$ cat src/design/assert_macros.svh
// Assertion helpers shared by the RTL.
`ifndef ASSERT_MACROS_SVH
`define ASSERT_MACROS_SVH

// Check that cons holds in the same cycle as ante.
`define ASSERT_SAME(label, clk, rst, ante, cons) \
   label: assert property (@(posedge clk) disable iff (rst) (ante) |-> (cons)) \
      else $error("assertion failed: same-cycle check");

// Check that cons holds in the cycle after ante.
`define ASSERT_NEXT(label, clk, rst, ante, cons) \
   label: assert property (@(posedge clk) disable iff (rst) (ante) |=> (cons)) \
      else $error("assertion failed: next-cycle check");

`endif

$ cat src/design/stp_pkg.sv
package stp_pkg;

   localparam int SLOT_COUNT_DEFAULT = 16;
   localparam int MAX_EVENTS         = 16;
   localparam int EVT_CNT_W          = $clog2(MAX_EVENTS + 1);

   localparam logic [2:0] OP_TICK     = 3'd0;
   localparam logic [2:0] OP_ALLOC    = 3'd1;
   localparam logic [2:0] OP_START    = 3'd2;
   localparam logic [2:0] OP_SET_PER  = 3'd3;
   localparam logic [2:0] OP_RELEASE  = 3'd4;
   localparam logic [2:0] OP_QUERY    = 3'd5;

   localparam logic [1:0] ST_OK        = 2'd0;
   localparam logic [1:0] ST_BAD_PARAM = 2'd1;
   localparam logic [1:0] ST_BAD_STATE = 2'd2;
   localparam logic [1:0] ST_NO_FREE   = 2'd3;

   localparam logic [1:0] MODE_UNUSED  = 2'd0;
   localparam logic [1:0] MODE_STOPPED = 2'd1;
   localparam logic [1:0] MODE_RUNNING = 2'd2;
   localparam logic [1:0] MODE_EXPIRED = 2'd3;

   typedef struct packed {
      logic [1:0]  mode;
      logic        rearm;
      logic        polled;
      logic [31:0] start;
      logic [31:0] period;
   } slot_entry_type;

   typedef struct packed {
      logic [1:0] status;
      logic [3:0] slot;
      logic [1:0] state;
      logic       expiry;
      logic       last;
   } rsp_type;

   function automatic rsp_type make_rsp(logic [1:0] status, logic [3:0] slot,
                                        logic [1:0] state, logic expiry,
                                        logic last);
      rsp_type r;
      r.status = status;
      r.slot   = slot;
      r.state  = state;
      r.expiry = expiry;
      r.last   = last;
      return r;
   endfunction

endpackage

$ cat src/design/software_timer_pool_unit.sv
// Channel  | Ports                        | Handshake
// ---------+------------------------------+------------------------------------
// request  | req_* word                   | taken when start && !busy
// response | rsp_* word                   | rsp_strobe high for one cycle
//
// A tick reads one slot a cycle on the single read port, writes back each
// expiring slot from the registered read, then sends the held event as the
// last word. Allocate checks one used bit a cycle. Start, set period and
// release read, then update; query reads; rejected words answer straight from idle.
// Reset clears the tick counter and the in-use bits; the receiver cannot stall.
`include "assert_macros.svh"

module software_timer_pool_unit #(
   parameter int SLOT_COUNT = stp_pkg::SLOT_COUNT_DEFAULT
) (
   input  logic        clock,
   input  logic        reset,
   input  logic        start,
   output logic        busy,
   input  logic [2:0]  req_opcode,
   input  logic [3:0]  req_slot_id,
   input  logic [31:0] req_period_ms,
   input  logic        req_is_polled,
   input  logic        req_auto_restart,
   output logic        rsp_strobe,
   output logic [1:0]  rsp_status,
   output logic [3:0]  rsp_result_slot,
   output logic [1:0]  rsp_slot_state,
   output logic        rsp_is_expiry_event,
   output logic        rsp_last_result
);

   localparam int SW = (SLOT_COUNT > 1) ? $clog2(SLOT_COUNT) : 1;
   localparam int CW = $clog2(SLOT_COUNT + 1);
   localparam int EW = stp_pkg::EVT_CNT_W;

   typedef enum logic [1:0] {S_IDLE, S_ALLOC, S_EXEC, S_TICK} state_type;

   state_type                  state_ff, state_in;
   logic [31:0]                tick_ff, tick_in;
   logic [SLOT_COUNT-1:0]      used_ff, used_in;
   logic [CW-1:0]              idx_ff, idx_in;
   logic                       ev_vld_ff, ev_vld_in;
   logic [SW-1:0]              ev_idx_ff, ev_idx_in;
   logic                       hold_vld_ff, hold_vld_in;
   logic [3:0]                 hold_slot_ff, hold_slot_in;
   logic [1:0]                 hold_mode_ff, hold_mode_in;
   logic [EW-1:0]              evt_cnt_ff, evt_cnt_in;
   logic [2:0]                 op_ff, op_in;
   logic [3:0]                 id_ff, id_in;
   logic [31:0]                per_ff, per_in;
   logic                       polled_ff, polled_in;
   logic                       rearm_ff, rearm_in;
   logic                       rsp_strobe_ff, rsp_strobe_in;
   stp_pkg::rsp_type           rsp_ff, rsp_in;

   logic                       wr_en;
   logic [SW-1:0]              wr_addr;
   stp_pkg::slot_entry_type    wr_data;
   logic [SW-1:0]              rd_addr;
   stp_pkg::slot_entry_type    rd_data;

   // Per-item decode helpers.
   logic [SW-1:0]              id_sw;
   logic                       cur_used;
   logic [1:0]                 cur_mode;
   logic                       scan_more;
   logic [31:0]                elapsed;
   logic                       expire;
   stp_pkg::slot_entry_type    upd;

   stp_slot_ram #(
      .SLOT_COUNT (SLOT_COUNT),
      .SW         (SW)
   ) u_ram (
      .clock   (clock),
      .wr_en   (wr_en),
      .wr_addr (wr_addr),
      .wr_data (wr_data),
      .rd_addr (rd_addr),
      .rd_data (rd_data)
   );

   // Read the addressed slot in the accept cycle; during a tick, read the scan index.
   assign rd_addr  = (state_ff == S_TICK) ? idx_ff[SW-1:0] : SW'(req_slot_id);
   assign id_sw    = SW'(id_ff);
   assign cur_used = used_ff[id_sw];
   assign cur_mode = cur_used ? rd_data.mode : stp_pkg::MODE_UNUSED;

   // Tick evaluation runs on the slot read in the previous cycle.
   assign scan_more = (idx_ff != CW'(SLOT_COUNT));
   assign elapsed   = tick_ff - rd_data.start;
   assign expire    = ev_vld_ff && used_ff[ev_idx_ff] && rd_data.polled &&
                      (rd_data.mode == stp_pkg::MODE_RUNNING) &&
                      (elapsed >= rd_data.period);

   always_comb begin
      upd = rd_data;
      if (rd_data.rearm) begin
         upd.start = rd_data.start + rd_data.period;
         upd.mode  = stp_pkg::MODE_RUNNING;
      end else begin
         upd.mode  = stp_pkg::MODE_EXPIRED;
      end
   end

   always_comb begin
      state_in      = state_ff;
      tick_in       = tick_ff;
      used_in       = used_ff;
      idx_in        = idx_ff;
      ev_vld_in     = 1'b0;
      ev_idx_in     = ev_idx_ff;
      hold_vld_in   = hold_vld_ff;
      hold_slot_in  = hold_slot_ff;
      hold_mode_in  = hold_mode_ff;
      evt_cnt_in    = evt_cnt_ff;
      op_in         = op_ff;
      id_in         = id_ff;
      per_in        = per_ff;
      polled_in     = polled_ff;
      rearm_in      = rearm_ff;
      rsp_strobe_in = 1'b0;
      rsp_in        = rsp_ff;
      wr_en         = 1'b0;
      wr_addr       = id_sw;
      wr_data       = rd_data;

      unique case (state_ff)
         S_IDLE: begin
            if (start) begin
               op_in     = req_opcode;
               id_in     = req_slot_id;
               per_in    = req_period_ms;
               polled_in = req_is_polled;
               rearm_in  = req_auto_restart;
               priority if (req_opcode == stp_pkg::OP_TICK) begin
                  // Advance time first; the scan sees the new count.
                  tick_in     = tick_ff + 32'd1;
                  idx_in      = '0;
                  hold_vld_in = 1'b0;
                  evt_cnt_in  = '0;
                  state_in    = S_TICK;
               end else if (req_opcode == stp_pkg::OP_ALLOC) begin
                  idx_in   = '0;
                  state_in = S_ALLOC;
               end else if (req_opcode > stp_pkg::OP_QUERY) begin
                  rsp_strobe_in = 1'b1;
                  rsp_in = stp_pkg::make_rsp(stp_pkg::ST_BAD_PARAM, 4'd0,
                                             stp_pkg::MODE_UNUSED, 1'b0, 1'b1);
               end else if ({3'b000, req_slot_id} >= 7'(SLOT_COUNT)) begin
                  rsp_strobe_in = 1'b1;
                  rsp_in = stp_pkg::make_rsp(stp_pkg::ST_BAD_PARAM, req_slot_id,
                                             stp_pkg::MODE_UNUSED, 1'b0, 1'b1);
               end else begin
                  state_in = S_EXEC;
               end
            end
         end

         S_ALLOC: begin
            // Walk the in-use bits from slot zero; take the first free one.
            priority if (!scan_more) begin
               rsp_strobe_in = 1'b1;
               rsp_in = stp_pkg::make_rsp(stp_pkg::ST_NO_FREE, 4'd0,
                                          stp_pkg::MODE_UNUSED, 1'b0, 1'b1);
               state_in = S_IDLE;
            end else if (!used_ff[idx_ff[SW-1:0]]) begin
               wr_en          = 1'b1;
               wr_addr        = idx_ff[SW-1:0];
               wr_data.period = per_ff;
               wr_data.start  = tick_ff;
               wr_data.polled = polled_ff;
               wr_data.rearm  = rearm_ff;
               wr_data.mode   = (per_ff == 32'd0) ? stp_pkg::MODE_STOPPED
                                                  : stp_pkg::MODE_RUNNING;
               used_in[idx_ff[SW-1:0]] = 1'b1;
               rsp_strobe_in = 1'b1;
               rsp_in = stp_pkg::make_rsp(stp_pkg::ST_OK, 4'(idx_ff), wr_data.mode,
                                          1'b0, 1'b1);
               state_in = S_IDLE;
            end else begin
               idx_in = idx_ff + CW'(1);
            end
         end

         S_EXEC: begin
            rsp_strobe_in = 1'b1;
            state_in      = S_IDLE;
            unique case (op_ff)
               stp_pkg::OP_START: begin
                  if (!cur_used) begin
                     rsp_in = stp_pkg::make_rsp(stp_pkg::ST_BAD_STATE, id_ff,
                                                stp_pkg::MODE_UNUSED, 1'b0, 1'b1);
                  end else begin
                     wr_en          = 1'b1;
                     wr_data.period = per_ff;
                     if (per_ff == 32'd0) begin
                        wr_data.mode = stp_pkg::MODE_STOPPED;
                     end else begin
                        wr_data.start = tick_ff;
                        wr_data.mode  = stp_pkg::MODE_RUNNING;
                     end
                     rsp_in = stp_pkg::make_rsp(stp_pkg::ST_OK, id_ff, wr_data.mode,
                                                1'b0, 1'b1);
                  end
               end
               stp_pkg::OP_SET_PER: begin
                  if (per_ff == 32'd0) begin
                     rsp_in = stp_pkg::make_rsp(stp_pkg::ST_BAD_PARAM, id_ff, cur_mode,
                                                1'b0, 1'b1);
                  end else begin
                     wr_en          = 1'b1;
                     wr_data.period = per_ff;
                     rsp_in = stp_pkg::make_rsp(stp_pkg::ST_OK, id_ff, cur_mode,
                                                1'b0, 1'b1);
                  end
               end
               stp_pkg::OP_RELEASE: begin
                  used_in[id_sw] = 1'b0;
                  rsp_in = stp_pkg::make_rsp(stp_pkg::ST_OK, id_ff,
                                             stp_pkg::MODE_UNUSED, 1'b0, 1'b1);
               end
               stp_pkg::OP_QUERY: begin
                  rsp_in = stp_pkg::make_rsp(stp_pkg::ST_OK, id_ff, cur_mode,
                                             1'b0, 1'b1);
               end
               default: begin
                  rsp_in = stp_pkg::make_rsp(stp_pkg::ST_BAD_PARAM, 4'd0,
                                             stp_pkg::MODE_UNUSED, 1'b0, 1'b1);
               end
            endcase
         end

         S_TICK: begin
            // Issue the next read.
            if (scan_more) begin
               ev_vld_in = 1'b1;
               ev_idx_in = idx_ff[SW-1:0];
               idx_in    = idx_ff + CW'(1);
            end
            // Update an expiring slot; keep one event held back so the last
            // one can carry the final flag.
            if (expire) begin
               wr_en   = 1'b1;
               wr_addr = ev_idx_ff;
               wr_data = upd;
               if (evt_cnt_ff < EW'(stp_pkg::MAX_EVENTS)) begin
                  if (hold_vld_ff) begin
                     rsp_strobe_in = 1'b1;
                     rsp_in = stp_pkg::make_rsp(stp_pkg::ST_OK, hold_slot_ff,
                                                hold_mode_ff, 1'b1, 1'b0);
                  end
                  hold_vld_in  = 1'b1;
                  hold_slot_in = 4'(ev_idx_ff);
                  hold_mode_in = upd.mode;
                  evt_cnt_in   = evt_cnt_ff + EW'(1);
               end
            end
            // Scan done: release the held event as the final word.
            if (!scan_more && !ev_vld_ff) begin
               state_in = S_IDLE;
               if (hold_vld_ff) begin
                  rsp_strobe_in = 1'b1;
                  rsp_in = stp_pkg::make_rsp(stp_pkg::ST_OK, hold_slot_ff,
                                             hold_mode_ff, 1'b1, 1'b1);
                  hold_vld_in = 1'b0;
               end
            end
         end

         default: begin
            state_in = S_IDLE;
         end
      endcase
   end

   always_ff @(posedge clock) begin
      if (reset) begin
         state_ff      <= S_IDLE;
         tick_ff       <= 32'd0;
         used_ff       <= '0;
         idx_ff        <= '0;
         ev_vld_ff     <= 1'b0;
         hold_vld_ff   <= 1'b0;
         evt_cnt_ff    <= '0;
         rsp_strobe_ff <= 1'b0;
      end else begin
         state_ff      <= state_in;
         tick_ff       <= tick_in;
         used_ff       <= used_in;
         idx_ff        <= idx_in;
         ev_vld_ff     <= ev_vld_in;
         hold_vld_ff   <= hold_vld_in;
         evt_cnt_ff    <= evt_cnt_in;
         rsp_strobe_ff <= rsp_strobe_in;
      end
      ev_idx_ff    <= ev_idx_in;
      hold_slot_ff <= hold_slot_in;
      hold_mode_ff <= hold_mode_in;
      op_ff        <= op_in;
      id_ff        <= id_in;
      per_ff       <= per_in;
      polled_ff    <= polled_in;
      rearm_ff     <= rearm_in;
      rsp_ff       <= rsp_in;
   end

   assign busy                = (state_ff != S_IDLE);
   assign rsp_strobe          = rsp_strobe_ff;
   assign rsp_status          = rsp_ff.status;
   assign rsp_result_slot     = rsp_ff.slot;
   assign rsp_slot_state      = rsp_ff.state;
   assign rsp_is_expiry_event = rsp_ff.expiry;
   assign rsp_last_result     = rsp_ff.last;

   // An accepted word either answers at once or keeps the unit busy.
   `ASSERT_NEXT(a_accept_progress, clock, reset, start && !busy, rsp_strobe || busy)
   // Expiry events are always ok and leave the slot running or expired.
   `ASSERT_SAME(a_event_shape, clock, reset, rsp_strobe && rsp_is_expiry_event,
                rsp_status == stp_pkg::ST_OK &&
                (rsp_slot_state == stp_pkg::MODE_RUNNING ||
                 rsp_slot_state == stp_pkg::MODE_EXPIRED))
   // Command answers are single words.
   `ASSERT_SAME(a_cmd_single, clock, reset, rsp_strobe && !rsp_is_expiry_event,
                rsp_last_result)
   // A held event is always counted, and the count never passes the cap.
   `ASSERT_SAME(a_evt_count, clock, reset, hold_vld_ff,
                evt_cnt_ff != '0 && evt_cnt_ff <= EW'(stp_pkg::MAX_EVENTS))

endmodule

$ cat src/design/stp_slot_ram.sv
module stp_slot_ram #(
   parameter int SLOT_COUNT = stp_pkg::SLOT_COUNT_DEFAULT,
   parameter int SW         = (SLOT_COUNT > 1) ? $clog2(SLOT_COUNT) : 1
) (
   input  logic                    clock,
   input  logic                    wr_en,
   input  logic [SW-1:0]           wr_addr,
   input  stp_pkg::slot_entry_type wr_data,
   input  logic [SW-1:0]           rd_addr,
   output stp_pkg::slot_entry_type rd_data
);

   stp_pkg::slot_entry_type mem [SLOT_COUNT];
   stp_pkg::slot_entry_type rd_data_ff;

   // Read returns the contents before a same-edge write.
   always_ff @(posedge clock) begin
      if (wr_en) begin
         mem[wr_addr] <= wr_data;
      end
      rd_data_ff <= mem[rd_addr];
   end

   assign rd_data = rd_data_ff;

endmodule
$ cat config.mk
export PLATFORM = sky130hd
export DESIGN_NAME = software_timer_pool_unit
export DESIGN_NICKNAME = d
export VERILOG_FILES = /design/src/design/stp_pkg.sv /design/src/design/software_timer_pool_unit.sv /design/src/design/stp_slot_ram.sv
export VERILOG_INCLUDE_DIRS = /design/src /design/src/design
export SDC_FILE = /design/constraint.sdc
export NUM_CORES = 2
export LEC_CHECK = 0
export BUFFER_PORTS_ARGS = -buffer_cell sky130_fd_sc_hd__buf_2
export CAP_MARGIN = 15
export CORE_ASPECT_RATIO = 0.6
export CORE_MARGIN = 2
export CORE_UTILIZATION = 55
export DETAILED_ROUTE_END_ITERATION = 16
export GPL_ROUTABILITY_DRIVEN = 0
export PLACE_DENSITY_LB_ADDON = 0.05
export SLEW_MARGIN = 30
export SYNTH_ARGS = -nofsm -noshare
export SYNTH_HDL_FRONTEND = slang
export SYNTH_SLANG_ARGS = --single-unit
export TNS_END_PERCENT = 100
$ cat constraint.sdc
create_clock -name clock -period 17 [get_ports clock]
set_clock_uncertainty 0.1 [all_clocks]
set_input_delay 3.4 -clock clock [delete_from_list [all_inputs] [get_ports clock]]
set_output_delay 3.4 -clock clock [all_outputs]
set_load 0.005 [all_outputs]
== Word-level counts from Yosys, hierarchy flattened ==
Memory sizes are Yosys's and may differ from the RTL's. A register that Yosys moved wholly into a read port is not among the register bits.
Index checks and enable logic that the tools add are counted.
Cells by class
  multiplexer cells: 99
  add/sub/neg operators: 5
  bitwise logic cells: 4
  reductions and logical operators: 27
  $lt $le $gt $ge: 8
  equal/unequal tests: 26
Operators with widths (count)
  2-to-1 mux 68 bit: 3
  one-hot mux 64 bit (3 select lines): 1
  2-to-1 mux 32 bit: 4
  2-to-1 mux 10 bit: 12
  one-hot mux 10 bit (4 select lines): 2
  2-to-1 mux 64 bit: 1
  one-hot mux 32 bit (2 select lines): 1
  2-to-1 mux 5 bit: 10
  2-to-1 mux 16 bit: 3
  adder 32 x 1 -> 32 bit (second input constant): 1
  adder 32 bit: 1
  >= comparator 32 bit: 1
  zero test 32 bit: 1
  one-hot mux 16 bit (2 select lines): 1
  subtractor 32 bit: 1
  2-to-1 mux 1 bit: 30
  2-to-1 mux 2 bit: 11
  inequality test 2 bit (second input constant): 10
  bitwise AND 16 bit: 1
  2-to-1 mux 4 bit: 4
  NOT 16 bit: 1
  bitwise OR 16 bit: 1
  < comparator 4 x 5 -> 1 bit (second input constant): 3
  one-hot mux 5 bit (3 select lines): 1
  other kinds (37): 64
Word-level totals
  output and inout port bits: 12
  memories kept: 1
  memory bits (writable): 1088
  register bits after elaboration: 124
  input port bits: 44
  logic and storage cells: 191
Memory list
  u_ram.mem: words 16, width 68, read ports 1, clocked after memory_dff 1, write ports 1, line stp_slot_ram.sv:13  | stp_pkg::slot_entry_type mem [SLOT_COUNT];

== Longest topological paths before layout ==
  depth in word-level cells: 10
  mapped depth: 27

== Cells and area by module ==
A second synthesis with hierarchy kept.
Unflattened totals
  cell total of the unflattened synthesis: 3011
  area, all modules: 52753.1 µm²
By module, submodules not included
  stp_slot_ram: sequential area each 34032.6 µm², area an instance 41980.3 µm², times used 1, cells each 1750
  software_timer_pool_unit: sequential area each 3062.9 µm², area an instance 10772.8 µm², times used 1, cells each 1261

== Worst setup path after synthesis ==
No wires, ideal clock.
  kind: register to register
  start point: register tick_ff[0]
  end point: memory u_ram.mem[12][0] (netlist bit) (enable)
  setup time: 0.495 ns
  path slack: 8.760 ns
  data arrival time: 7.645 ns
  stages on the path, launching flop included: 25
  period minus slack after synthesis: 8.240 ns
  path through: dfxtp_1 inv_1 ha_1 inv_1 fa_1 a211oi_1 o211ai_1 a211o_1 a31o_2 a41o_1 nor3_1 o21bai_1 a21oi_1 xnor2_1 ha_1 nand4_1 nor3_1 nor4b_1 a21oi_1 o21ai_0 buf_2 o21ai_0 a22o_1 or2_2 nor2_1
Between the ends
  longest elaborated chain between the ends: 7
  elaborated cells on any way between the ends: 9
  classes of those cells: add/sub: 1; order compare: 1; mux: 6; reduce/logical: 1
Ends and longest elaborated chain
  start, declared: line software_timer_pool_unit.sv:40  | logic [31:0] tick_ff, tick_in;
  start signal, assigned: line software_timer_pool_unit.sv:290  | tick_ff <= tick_in;
  subtractor 32 bit *: line software_timer_pool_unit.sv:92  | assign elapsed = tick_ff - rd_data.start;
  >= comparator 32 bit *: line software_timer_pool_unit.sv:95  | (elapsed >= rd_data.period);
  logical AND 1 bit *: line software_timer_pool_unit.sv:94  | (rd_data.mode == stp_pkg::MODE_RUNNING) &&
  2-to-1 mux 1 bit: line software_timer_pool_unit.sv:244  | if (expire) begin
  one-hot mux 1 bit (3 select lines): line software_timer_pool_unit.sv:129  | unique case (state_ff)
  2-to-1 mux 1 bit: line stp_slot_ram.sv:18  | if (wr_en) begin
  2-to-1 mux 1 bit (implied by the code): line stp_slot_ram.sv:19  | mem[wr_addr] <= wr_data;
  end, declared: line stp_slot_ram.sv:13
Every way passes the cells marked *; elsewhere a longest branch is shown, timed or not.

== Worst setup path in the final report ==
  start point: register tick_ff[0]
  end point: memory u_ram.mem[6][64] (netlist bit) (enable)
The elaborated chain is that of the path after synthesis.

==> flow_summary.json <==
{
  "status": "complete, no violations",
  "cts_resized": 0,
  "synth_area_um2": 53900,
  "fp.dieArea_um2": 101000,
  "grt_start_max_net_pins": 121,
  "synth.area.top_cells": "edfxtp_1 64%, mux4_2 12%, dfxtp_1 4.9%",
  "synth-main-ff-cell": "edfxtp_1",
  "synth_commonest_cells": "1148 x edfxtp_1, 287 x mux4_2, 218 x nand2_1, 164 x a21oi_1, 131 x dfxtp_1",
  "grt_pass1_wl_um": 211000,
  "groute.usage.overall": 0.289,
  "first_iter_violations": 4845,
  "startpoint_type": "flop",
  "fp.dieW_um": 408,
  "ant_nets": 0,
  "final-hold-violation-count": 0,
  "vias_per_cell": 6.62,
  "relSlewSlack": 0.280,
  "syn_nets": 3452,
  "leakagePower_uw": 0.0199,
  "cts_buffers": 111,
  "cts_tree": "done",
  "cts_hold_buffers": 0,
  "htreeDepth": 3,
  "yosysMostFrequentCell": "edfxtp_1",
  "cts_buffer_depth": 3,
  "cts_setup_buffers": 0,
  "antenna_found_initial": 9,
  "grt-ovfl-total": 0,
  "routed_wirelength_um": 144000,
  "clk_pin_slew_ns": 0.07,
  "areaGrowthSynthToFinish_pct": 11.1,
  "coreArea_um2": 96700,
  "drc": 0,
  "final_area_um2": 59900,
  "setup_viol_count_final": 0,
  "synth_cell_types": 77,
  "postPlaceCellArea_um2": 56000,
  "port_buffers": 55,
  "clock-root-buffer": "clkbuf_16",
  "firstDrtPassIters": 7,
  "synth-edff-count": 1148,
  "die_h_um": 247,
  "vias": 31600,
  "yosysTopAreaCell": "edfxtp_1",
  "hpwl_um": 90600,
  "setup.worst_path.end_class": "flop",
  "nets": 3520,
  "cp.required_ns": 17.24,
  "syn_area_per_cell_um2": 16.3,
  "n_antenna_cell": 0,
  "nFillCells": 6989,
  "ys.warnings.count": 0,
  "critical_path_class": "flop to flop",
  "ys_ff_latch": 1279,
  "clock_latency_ns": 0.75,
  "worstPathArrival_ns": 8.77,
  "grt_pass1_vias": 30500,
  "maxCapViolCount": 0,
  "powerDensity_nw_per_um2": 115,
  "multi_input_area_um2": 16000,
  "ios": 56,
  "initial_core_util": 0.558,
  "min_period_ns": 8.53,
  "fin_crit_sh": 0.502,
  "yosysTopAreaCellShare": 0.639,
  "synthArstFlopShare": 0,
  "tns_ns": 0,
  "clock.fmax_ghz": 0.117,
  "synthCells": 3306,
  "seq_area_um2": 37100,
  "cp_max_fo": 43,
  "clkSinkCount": 1279,
  "drive_gt1_frac": 0.186,
  "wl_per_cell_um": 30.2,
  "ys_seq_area_frac": 0.688,
  "rsz0062_at_grt": "false",
  "hold-worst-slack_ns": 0.411,
  "drv_slew": 0,
  "min_path_type": "flop to flop",
  "ir_drop_uv": 90.2,
  "num_rows": 88,
  "tightest_slew_ns": 1.08
}
## placed cells by master (no fill, tap or decap), types with 10 or more instances in the layout
| cell | instances |
|---|---|
| nand2b_1 | 17 |
| a222oi_1 | 20 |
| mux4_2 | 287 |
| nand2_1 | 217 |
| dfxtp_1 | 130 |
| a21o_1 | 37 |
| mux2i_1 | 14 |
| and3_1 | 14 |
| o21ai_0 | 75 |
| ha_1 | 100 |
| a22oi_1 | 17 |
| buf_4 | 65 |
| nor3_1 | 84 |
| buf_2 | 56 |
| o21bai_1 | 10 |
| nor4_1 | 10 |
| a21oi_1 | 163 |
| bufinv_16 | 13 |
| nor2b_1 | 13 |
| or3_1 | 12 |
| nor2_1 | 95 |
| clkbuf_1 | 22 |
| clkinv_2 | 22 |
| xor2_1 | 39 |
| o21a_1 | 40 |
| xnor2_1 | 42 |
| and2_1 | 68 |
| nor2_4 | 17 |
| clkinv_1 | 17 |
| a211oi_1 | 73 |
| inv_1 | 106 |
| clkbuf_16 | 112 |
| nand3_1 | 40 |
| nand4_1 | 17 |
| a31oi_1 | 73 |
| edfxtp_1 | 1148 |
| o22ai_1 | 37 |
## path summary, 6_finish.rpt
kind	endpoint	cells past startpoint	slack [ns]	startpoint
max	u_ram.mem[6][64]	25	8.47	tick_ff[0]
min	used_ff[10]	2	0.41	used_ff[10]
max reg2reg	u_ram.mem[6][64]	25	8.47	tick_ff[0]
min reg2reg	used_ff[10]	2	0.41	used_ff[10]
## worst max-delay path, stage by stage (launching register included)
cell and delay [ns]:
dfxtp_1 0.39, inv_1 0.09, ha_1 0.17, inv_1 0.06
fa_1 0.42, a211oi_1 0.35, o211ai_1 0.13, a211o_1 0.32
a31o_2 0.30, a41o_1 0.30, nor3_1 0.25, o21bai_1 0.11
a21oi_1 0.18, xnor2_1 0.09, ha_1 0.27, nand4_1 0.12
nor3_1 0.26, nor4b_1 0.33, a21oi_1 0.17, o21ai_0 0.21
buf_4 0.21, nand2_1 0.15, o221ai_1 0.88, nand2b_1 0.46
nor2_4 0.86, buf_4 0.86
## state kept, by name (all words and copies together) (netlist names), 3 cells and up
signal / count
tick_ff: 32
u_ram.mem: 1088
per_ff: 32
used_ff: 16
op_ff: 3
idx_ff: 5
ev_idx_ff: 4
id_ff: 4
rsp_result_slot: 4
evt_cnt_ff: 5
hold_slot_ff: 4
u_ram.rd_data: 68
## metrics by stage
| step | util | worst slack (ns) | cells | total power (uW) |
|---|---|---|---|---|
| after CTS | 0.618 | 8.62 | 4775 | 6890 |
| after detailed placement | 0.579 | 8.68 | 4563 | 4290 |
| final | 0.620 | 8.47 | 4778 | 6870 |
| after floorplan | - | 8.76 | 3306 | 4030 |
| after global routing | 0.620 | 8.03 | 4778 | 7080 |
| after global placement | 0.578 | 8.85 | 4559 | 4270 |
## metal layers
metal	up-vias	GRT usage	wire (um)
met5	-	0	12
met4	2	0.0615	2710
met3	190	0.0679	16500
met2	1748	0.405	61100
met1	16400	0.460	63900
li1	13300	-	-
## report_power, final
part	leakage (uW)	switching, uW	total, uW	internal (uW)
combinational	0.00665	436	656	220
clock	0.00185	1170	2630	1460
sequential	0.0114	55.8	3580	3530
## cell families after synthesis
logic type / after synthesis / share of synthesized area
flip-flops: 1279 / 0.688
AND/OR/NAND/NOR: 634 / 0.0561
AO/OA/AOI/OAI: 618 / 0.0746
multiplexers: 308 / 0.124
buffers and inverters: 284 / 0.0207
adder cells (fa/ha/maj): 102 / 0.0239
XOR/XNOR: 81 / 0.0132
## area by class of cell
cell class	instances	share of cell area
Clock buffer	143	0.0502
Tap cell	1305	0.0273
Inverter	107	0.00675
Timing Repair Buffer	132	0.0166
Clock inverter	69	0.0134
Multi-Input combinational cell	1743	0.267
Sequential cell	1279	0.619
No activity file was read; power rests on OpenSTA's default activity.
